[src/design/phb_pkg.sv]
package phb_pkg;

    // table depth and field widths
    localparam int TABLE_ENTRIES_DEF = 256;
    localparam int BYTE_W            = 8;
    localparam int REQ_W             = 2;

    // request codes
    typedef enum logic [REQ_W-1:0] {
        REQ_LOAD   = 2'd0,
        REQ_INSERT = 2'd1,
        REQ_LOOKUP = 2'd2,
        REQ_CLEAR  = 2'd3
    } phb_req_t;

    // controller states
    typedef enum logic [1:0] {
        ST_IDLE,
        ST_HASH,
        ST_BUCKET
    } phb_state_t;

    // controller to datapath
    typedef struct packed {
        logic load;        // write permutation entry
        logic clear;       // empty all buckets, drop key in progress
        logic char_start;  // latch character item, issue permutation read
        logic hash_step;   // take permutation data as new hash
        logic commit;      // finish key: bucket update and result load
    } phb_cmd_t;

    // datapath to controller
    typedef struct packed {
        logic last;        // latched character is the final one
        logic out_free;    // result register can take a new result
    } phb_status_t;

endpackage

[src/design/phb_if.sv]
// request channel
interface phb_req_if;
    logic       valid;
    logic       ready;
    logic [1:0] req_type;
    logic [7:0] key_char;
    logic       last_char;
    logic [7:0] key_id;
    logic [7:0] perm_index;
    logic [7:0] perm_value;

    modport source (
        output valid, req_type, key_char, last_char, key_id, perm_index, perm_value,
        input  ready
    );
    modport sink (
        input  valid, req_type, key_char, last_char, key_id, perm_index, perm_value,
        output ready
    );
endinterface

// result channel
interface phb_res_if;
    logic       valid;
    logic       ready;
    logic [7:0] hash_value;
    logic [7:0] bucket_id;
    logic       collision;

    modport source (
        output valid, hash_value, bucket_id, collision,
        input  ready
    );
    modport sink (
        input  valid, hash_value, bucket_id, collision,
        output ready
    );
endinterface

[src/design/pearson_hash_bucket_table.sv]
// load and clear items complete in the idle state; a non-final character goes through a
// registered permutation read, then the hash update; a final character goes through the
// permutation read, a registered bucket read and the bucket update, with its result
// registered at that update, and waits before it while the result register is full
// reset clears the running hash, the bucket valid bits and the result valid at once;
// the permutation table holds no reset value and must be loaded before use
module pearson_hash_bucket_table #(
    parameter int TABLE_ENTRIES = phb_pkg::TABLE_ENTRIES_DEF
) (
    input logic      clk,
    input logic      rst_n,
    phb_req_if.sink  req,
    phb_res_if.source res
);
    import phb_pkg::*;

    phb_cmd_t    cmd;
    phb_status_t status;

    // controller
    phb_ctrl u_ctrl (
        .clk      (clk),
        .rst_n    (rst_n),
        .in_valid (req.valid),
        .in_ready (req.ready),
        .in_type  (req.req_type),
        .status   (status),
        .cmd      (cmd)
    );

    // datapath
    phb_datapath #(
        .TABLE_ENTRIES (TABLE_ENTRIES)
    ) u_datapath (
        .clk        (clk),
        .rst_n      (rst_n),
        .cmd        (cmd),
        .status     (status),
        .req_type   (req.req_type),
        .key_char   (req.key_char),
        .last_char  (req.last_char),
        .key_id     (req.key_id),
        .perm_index (req.perm_index),
        .perm_value (req.perm_value),
        .res_valid  (res.valid),
        .res_ready  (res.ready),
        .hash_value (res.hash_value),
        .bucket_id  (res.bucket_id),
        .collision  (res.collision)
    );

endmodule

[src/design/phb_ctrl.sv]
module phb_ctrl (
    input  logic                clk,
    input  logic                rst_n,
    input  logic                in_valid,
    output logic                in_ready,
    input  logic [1:0]          in_type,
    input  phb_pkg::phb_status_t status,
    output phb_pkg::phb_cmd_t    cmd
);
    import phb_pkg::*;

    phb_state_t state_reg;
    phb_state_t state_next;
    phb_req_t   req_code;

    assign req_code = phb_req_t'(in_type);

    // state register
    always_ff @(posedge clk or negedge rst_n)
    begin
        if (!rst_n)
        begin
            state_reg <= ST_IDLE;
        end
        else
        begin
            state_reg <= state_next;
        end
    end

    // next state and commands
    always_comb
    begin
        state_next = state_reg;
        in_ready   = 1'b0;
        cmd        = '0;
        unique case (state_reg)
            ST_IDLE:
            begin
                in_ready = 1'b1;
                if (in_valid)
                begin
                    unique case (req_code) inside
                        REQ_LOAD:
                        begin
                            cmd.load = 1'b1;
                        end
                        REQ_CLEAR:
                        begin
                            cmd.clear = 1'b1;
                        end
                        REQ_INSERT, REQ_LOOKUP:
                        begin
                            cmd.char_start = 1'b1;
                            state_next     = ST_HASH;
                        end
                        default:
                        begin
                            state_next = ST_IDLE;
                        end
                    endcase
                end
            end
            ST_HASH:
            begin
                cmd.hash_step = 1'b1;
                state_next    = status.last ? ST_BUCKET : ST_IDLE;
            end
            ST_BUCKET:
            begin
                // hold until the result register frees up
                if (status.out_free)
                begin
                    cmd.commit = 1'b1;
                    state_next = ST_IDLE;
                end
            end
            default:
            begin
                state_next = ST_IDLE;
            end
        endcase
    end

endmodule

[src/design/phb_datapath.sv]
module phb_datapath #(
    parameter int TABLE_ENTRIES = phb_pkg::TABLE_ENTRIES_DEF
) (
    input  logic                clk,
    input  logic                rst_n,
    input  phb_pkg::phb_cmd_t    cmd,
    output phb_pkg::phb_status_t status,
    input  logic [1:0]          req_type,
    input  logic [7:0]          key_char,
    input  logic                last_char,
    input  logic [7:0]          key_id,
    input  logic [7:0]          perm_index,
    input  logic [7:0]          perm_value,
    output logic                res_valid,
    input  logic                res_ready,
    output logic [7:0]          hash_value,
    output logic [7:0]          bucket_id,
    output logic                collision
);
    import phb_pkg::*;

    localparam int IdxW = $clog2(TABLE_ENTRIES);

    // memories
    logic [BYTE_W-1:0]        perm_mem [TABLE_ENTRIES];
    logic [BYTE_W-1:0]        bkt_mem  [TABLE_ENTRIES];
    logic [TABLE_ENTRIES-1:0] bkt_valid_reg;

    logic [BYTE_W-1:0] perm_rdata_reg;
    logic [BYTE_W-1:0] bkt_rdata_reg;
    logic [BYTE_W-1:0] hash_reg;
    logic [BYTE_W-1:0] key_hash_reg;
    logic [BYTE_W-1:0] id_reg;
    logic              last_reg;
    logic              insert_reg;

    logic              out_valid_reg;
    logic [BYTE_W-1:0] out_hash_reg;
    logic [BYTE_W-1:0] out_id_reg;
    logic              out_coll_reg;

    logic [IdxW-1:0]   perm_addr;
    logic [IdxW-1:0]   key_idx;
    logic [BYTE_W-1:0] held;
    logic              bkt_wr;
    logic              bkt_rd;

    assign perm_addr = IdxW'(hash_reg ^ key_char);
    assign key_idx   = IdxW'(key_hash_reg);
    assign bkt_rd    = cmd.hash_step && last_reg;

    // bucket content before this key, empty when never written since clear
    assign held   = bkt_valid_reg[key_idx] ? bkt_rdata_reg : '0;
    assign bkt_wr = cmd.commit && insert_reg && (held == '0);

    assign status.last     = last_reg;
    assign status.out_free = !out_valid_reg || res_ready;

    // permutation memory: load write, registered read per character
    always_ff @(posedge clk)
    begin
        if (cmd.load)
        begin
            perm_mem[IdxW'(perm_index)] <= perm_value;
        end
        if (cmd.char_start)
        begin
            perm_rdata_reg <= perm_mem[perm_addr];
        end
    end

    // bucket memory: registered read at final hash, write on empty insert
    always_ff @(posedge clk)
    begin
        if (bkt_rd)
        begin
            bkt_rdata_reg <= bkt_mem[IdxW'(perm_rdata_reg)];
        end
        if (bkt_wr)
        begin
            bkt_mem[key_idx] <= id_reg;
        end
    end

    // bucket valid bits
    always_ff @(posedge clk or negedge rst_n)
    begin
        if (!rst_n)
        begin
            bkt_valid_reg <= '0;
        end
        else if (cmd.clear)
        begin
            bkt_valid_reg <= '0;
        end
        else if (bkt_wr)
        begin
            bkt_valid_reg[key_idx] <= 1'b1;
        end
    end

    // running hash
    always_ff @(posedge clk or negedge rst_n)
    begin
        if (!rst_n)
        begin
            hash_reg <= '0;
        end
        else if (cmd.clear)
        begin
            hash_reg <= '0;
        end
        else if (cmd.hash_step)
        begin
            hash_reg <= last_reg ? '0 : perm_rdata_reg;
        end
    end

    // character item fields
    always_ff @(posedge clk)
    begin
        if (cmd.char_start)
        begin
            last_reg   <= last_char;
            insert_reg <= (phb_req_t'(req_type) == REQ_INSERT);
            id_reg     <= key_id;
        end
        if (bkt_rd)
        begin
            key_hash_reg <= perm_rdata_reg;
        end
    end

    // result register valid
    always_ff @(posedge clk or negedge rst_n)
    begin
        if (!rst_n)
        begin
            out_valid_reg <= 1'b0;
        end
        else if (cmd.commit)
        begin
            out_valid_reg <= 1'b1;
        end
        else if (res_ready)
        begin
            out_valid_reg <= 1'b0;
        end
    end

    // result payload
    always_ff @(posedge clk)
    begin
        if (cmd.commit)
        begin
            out_hash_reg <= key_hash_reg;
            out_id_reg   <= held;
            out_coll_reg <= insert_reg && (held != '0);
        end
    end

    assign res_valid  = out_valid_reg;
    assign hash_value = out_hash_reg;
    assign bucket_id  = out_id_reg;
    assign collision  = out_coll_reg;

endmodule

[src/flat_wrapper.sv]
// flat-port wrapper written by rule: the top's interface ports become plain ports
module pearson_hash_bucket_table_flat import phb_pkg::*;
#(
    parameter int TABLE_ENTRIES = phb_pkg::TABLE_ENTRIES_DEF
)
  (clk, rst_n, req_valid, req_req_type, req_key_char, req_last_char, req_key_id, req_perm_index, req_perm_value, req_ready, res_valid, res_hash_value, res_bucket_id, res_collision, res_ready);
  phb_req_if req_i ();
  phb_res_if res_i ();
  input logic clk;
  input logic rst_n;
  input wire logic [$bits(req_i.valid)-1:0] req_valid;
  input wire logic [$bits(req_i.req_type)-1:0] req_req_type;
  input wire logic [$bits(req_i.key_char)-1:0] req_key_char;
  input wire logic [$bits(req_i.last_char)-1:0] req_last_char;
  input wire logic [$bits(req_i.key_id)-1:0] req_key_id;
  input wire logic [$bits(req_i.perm_index)-1:0] req_perm_index;
  input wire logic [$bits(req_i.perm_value)-1:0] req_perm_value;
  output wire logic [$bits(req_i.ready)-1:0] req_ready;
  output wire logic [$bits(res_i.valid)-1:0] res_valid;
  output wire logic [$bits(res_i.hash_value)-1:0] res_hash_value;
  output wire logic [$bits(res_i.bucket_id)-1:0] res_bucket_id;
  output wire logic [$bits(res_i.collision)-1:0] res_collision;
  input wire logic [$bits(res_i.ready)-1:0] res_ready;
  assign req_i.valid = req_valid;
  assign req_i.req_type = req_req_type;
  assign req_i.key_char = req_key_char;
  assign req_i.last_char = req_last_char;
  assign req_i.key_id = req_key_id;
  assign req_i.perm_index = req_perm_index;
  assign req_i.perm_value = req_perm_value;
  assign req_ready = req_i.ready;
  assign res_valid = res_i.valid;
  assign res_hash_value = res_i.hash_value;
  assign res_bucket_id = res_i.bucket_id;
  assign res_collision = res_i.collision;
  assign res_i.ready = res_ready;
  pearson_hash_bucket_table #(.TABLE_ENTRIES(TABLE_ENTRIES)) u_core (.clk(clk), .rst_n(rst_n), .req(req_i), .res(res_i));
endmodule
[config.mk]
export PLATFORM = sky130hd
export DESIGN_NAME = pearson_hash_bucket_table_flat
export DESIGN_NICKNAME = d
export VERILOG_FILES = /design/src/design/phb_pkg.sv /design/src/design/phb_if.sv /design/src/design/pearson_hash_bucket_table.sv /design/src/design/phb_ctrl.sv /design/src/design/phb_datapath.sv /design/src/flat_wrapper.sv
export SDC_FILE = /design/constraint.sdc
export NUM_CORES = 2
export LEC_CHECK = 0
export BUFFER_PORTS_ARGS = -buffer_cell sky130_fd_sc_hd__buf_2
export CORE_MARGIN = 5
export CORE_UTILIZATION = 68
export CTS_CLUSTER_SIZE = 8
export DETAILED_ROUTE_END_ITERATION = 12
export PLACE_DENSITY = 0.84
export SYNTH_ARGS = -nofsm -noshare
export SYNTH_HDL_FRONTEND = slang
export SYNTH_SLANG_ARGS = --single-unit
[constraint.sdc]
create_clock -name clk -period 12.6 [get_ports clk]
set_clock_uncertainty 0.2 [all_clocks]
set_input_delay 0.63 -clock clk [delete_from_list [all_inputs] [get_ports clk]]
set_output_delay 0.63 -clock clk [all_outputs]
set_load 0.03 [all_outputs]
==> impl_metrics.yaml <==
sta:
  maxSlewViolCount: 0
  relSlewSlack: 0.0167
  fin_crit_sh: 0.497
  fmax_mhz: 160
  grt_setup_unrepaired: "no"
  worst_pin_slew_ns: 1.46
  min_period_ns: 6.26
  final-setup-viol-count: 0
  finalHoldViolCount: 0
  fin_tns_setup_ns: 0
grt:
  grt_pass1_wl_um: 761000
  grt_pass1_vias: 96800
  grt_use_total: 0.416
  overflow: 0
  antenna_found_initial: 41
  grt_max_degree: 198
setup_path:
  required_ns: 12.96
  end_kind: "flip-flop"
  crit_top_cell: "buf_4"
  path_cells: "buf_4 > buf_4 > mux4_2 > mux4_2 > o22ai_1 > o31a_1 > a31oi_4 > buf_4 > nor4_2"
  cp_num_buf_inv: 3
  arrival_ns: 6.61
  crit_slowest_cell: "nor4_2"
  cp_max_fo: 64
  crit_family: "buffers and inverters"
  critPathLaunchType: "flip-flop"
  reg2reg_slack_ns: 6.34
  crit_type: "flip-flop to flip-flop"
  slowest_delay_ns: 1.31
pwr:
  power_density_nw_per_um2: 192
  p_leak_nw: 61.7
  ir_drop_v: 0.000200
yosys:
  synth_area_per_cell_um2: 22.4
  ys_ff_latch: 4414
  synth_top_area_frac: 0.724
  synth.most_common_cell: "edfxtp_1"
  postSynthCellCount: 7672
  synth_area_leader_cell: "edfxtp_1"
  synth_cell_type_count: 44
  postSynth.asyncResetShare: 0.0605
  yosys-top-cells-count: "4147 x edfxtp_1, 1308 x mux4_2, 291 x clkbuf_1"
  yosys_warnings: 0
  synthesis.area_um2: 172000
  synthesis.nets: 7714
  synth_edf_count: 4147
  synthFlopType: "edfxtp_1"
  yosysSeqAreaShare: 0.763
  synth_area_leaders: "edfxtp_1 72%, mux4_2 17%, dfrtp_1 3.9%, o21a_1 1.1%, nor4_2 0.87%"
die:
  die_w_um: 513
  rows: 184
  die_h_um: 513
  start_util: 0.684
  core_um2: 252000
  io_pins: 58
  dieArea_um2: 263000
cts:
  root_buffer: "clkbuf_16"
  cts_resized: 0
  cts_max_path_buffers: 4
  numCtsBuffers: 626
  htreeDepth: 6
  cts_sinks: 4414
  cts_tree: "done"
  clock_latency_ns: 1.02
  clk_pin_slew_ns: 0.06
detailed_routing:
  routed-via-count: 95900
  drt_iter0_markers: 18300
  routed_wl_um: 543000
  routedWlPerCell_um: 46.3
  dr.pass1.iters: 10
  drc: 0
  ant_nets: 0
  vias_per_cell: 8.17
placed_design:
  place_area_um2: 177000
  dpl.hpwl_um: 256000
  numPortBuffers: 57
  gp_congestion: 0.911
run_status:
  violations: "max-capacitance violations"
  status: "complete, but fails checks"
job:
  maxCapViolCount: 1
layout:
  drive_above_1_share: 0.296
  fin_area_um2: 195000
  design.final.nets: 8101
  synthToLayoutAreaGrowth_pct: 13.2
hold_path:
  min_path_type: "input port to flip-flop"
-- cell families (layout without fill, tap and decap cells) --
| kind of cell | count (synthesis) | count (layout) | share of synthesized area |
|---|---|---|---|
| adders and majority gates | 3 | 3 | 0.000218 |
| buffers and inverters | 516 | 1212 | 0.0126 |
| AOI/OAI and AO/OA | 477 | 477 | 0.0200 |
| DFF | 4414 | 4414 | 0.763 |
| xor gates and xnor gates | 13 | 13 | 0.000662 |
| and+or+nand+nor | 860 | 860 | 0.0279 |
| muxes | 1389 | 1389 | 0.176 |
| other | 0 | 28 | 0 |
-- metal layers --
layer	routed length, um	share of wire	global-route usage
met5	220	0.00041	0
met4	53400	0.098	0.298
met3	72100	0.13	0.113
met2	261000	0.48	0.659
met1	157000	0.29	0.504
-- worst register-to-register path: stages, from the launching register on --
cell and delay (ns):
edfxtp_1 0.37, buf_4 0.30, buf_4 0.76, mux4_2 0.73, mux4_2 0.54, o22ai_1 0.63
o31a_1 0.28, a31oi_4 0.12, buf_4 0.51, nor4_2 1.39
-- through the flow --
step,instances,worst slack (ns),power (mW),hold slack [ns],util
global route,11700,6.40,38.1,0.0111,0.774
global placement,10800,6.77,21.2,0.263,0.703
detailed placement,10800,6.81,21.4,0.266,0.703
finish,11700,6.34,37.4,0.0214,0.774
floorplan,7672,8.35,19.7,0.134,-
CTS,11700,6.45,37.2,0.0320,0.773
-- layout by cell type, fill, tap and decap left out, types with 8 or more instances in the layout --
cell / synthesis / layout
a211oi_1: 8 / 8
edfxtp_1: 4147 / 4147
buf_2: 81 / 48
a22oi_1: 80 / 80
dfrtp_1: 267 / 267
nor2_1: 285 / 280
diode_2: 0 / 28
o32ai_1: 8 / 8
inv_6: 0 / 14
nor2b_1: 16 / 13
nor3_1: 11 / 11
o21a_1: 243 / 243
mux2i_1: 80 / 80
clkbuf_1: 291 / 261
nor4_1: 138 / 43
nand3_1: 33 / 26
buf_12: 0 / 21
nand2_1: 227 / 222
inv_1: 20 / 19
a22o_1: 9 / 9
a21oi_1: 77 / 77
and3_1: 12 / 12
a2111oi_0: 24 / 21
clkbuf_8: 0 / 8
o22ai_1: 9 / 9
dlygate4sd3_1: 0 / 13
buf_4: 8 / 159
mux4_2: 1308 / 1308
clkbuf_16: 0 / 635
nor4_2: 120 / 213
a21o_1: 13 / 13
inv_16: 0 / 10
clkinv_8: 0 / 9
-- worst paths after layout --
path                                                             end  depth (start not counted)                            startpoint
max in group asynchronous        u_core.u_datapath.bkt_valid_reg[73]                          3                                 rst_n
worst max-delay path               u_core.u_datapath.bkt_mem[211][3]                          9     u_core.u_datapath.key_hash_reg[1]
worst max register to register     u_core.u_datapath.bkt_mem[211][3]                          9     u_core.u_datapath.key_hash_reg[1]
worst min-delay path                      u_core.u_ctrl.state_reg[0]                          4                       req_req_type[1]
min in group asynchronous       u_core.u_datapath.bkt_valid_reg[147]                          2                                 rst_n
worst min register to register  u_core.u_datapath.bkt_valid_reg[219]                          1  u_core.u_datapath.bkt_valid_reg[219]
-- power breakdown --
part | internal [mW] | total, mW | switching (mW) | leakage, nW
Sequential | 16.1 | 16.2 | 0.0579 | 41.0
Combinational | 2.19 | 5.36 | 3.17 | 12.3
Clock | 9.26 | 15.9 | 6.61 | 8.45
-- area by class of cell --
| cell class | count | area, um^2 |
|---|---|---|
| diodes | 28 | 70.1 |
| clock buffers | 896 | 16900 |
| clock inverters | 41 | 709 |
| fillers | 10700 | 56900 |
| inverters | 22 | 90.1 |
| multi-input cells | 2742 | 39400 |
| flip-flops and latches | 4414 | 131000 |
| well taps | 3348 | 4190 |
| repair buffers | 253 | 2130 |
-- repair_timing --
action	4_1_cts	5_1_grt
hold buffers	13	0
hold endpoints to repair	99	0
buffers inserted	0	0
No activity file was read; power rests on OpenSTA's default activity.
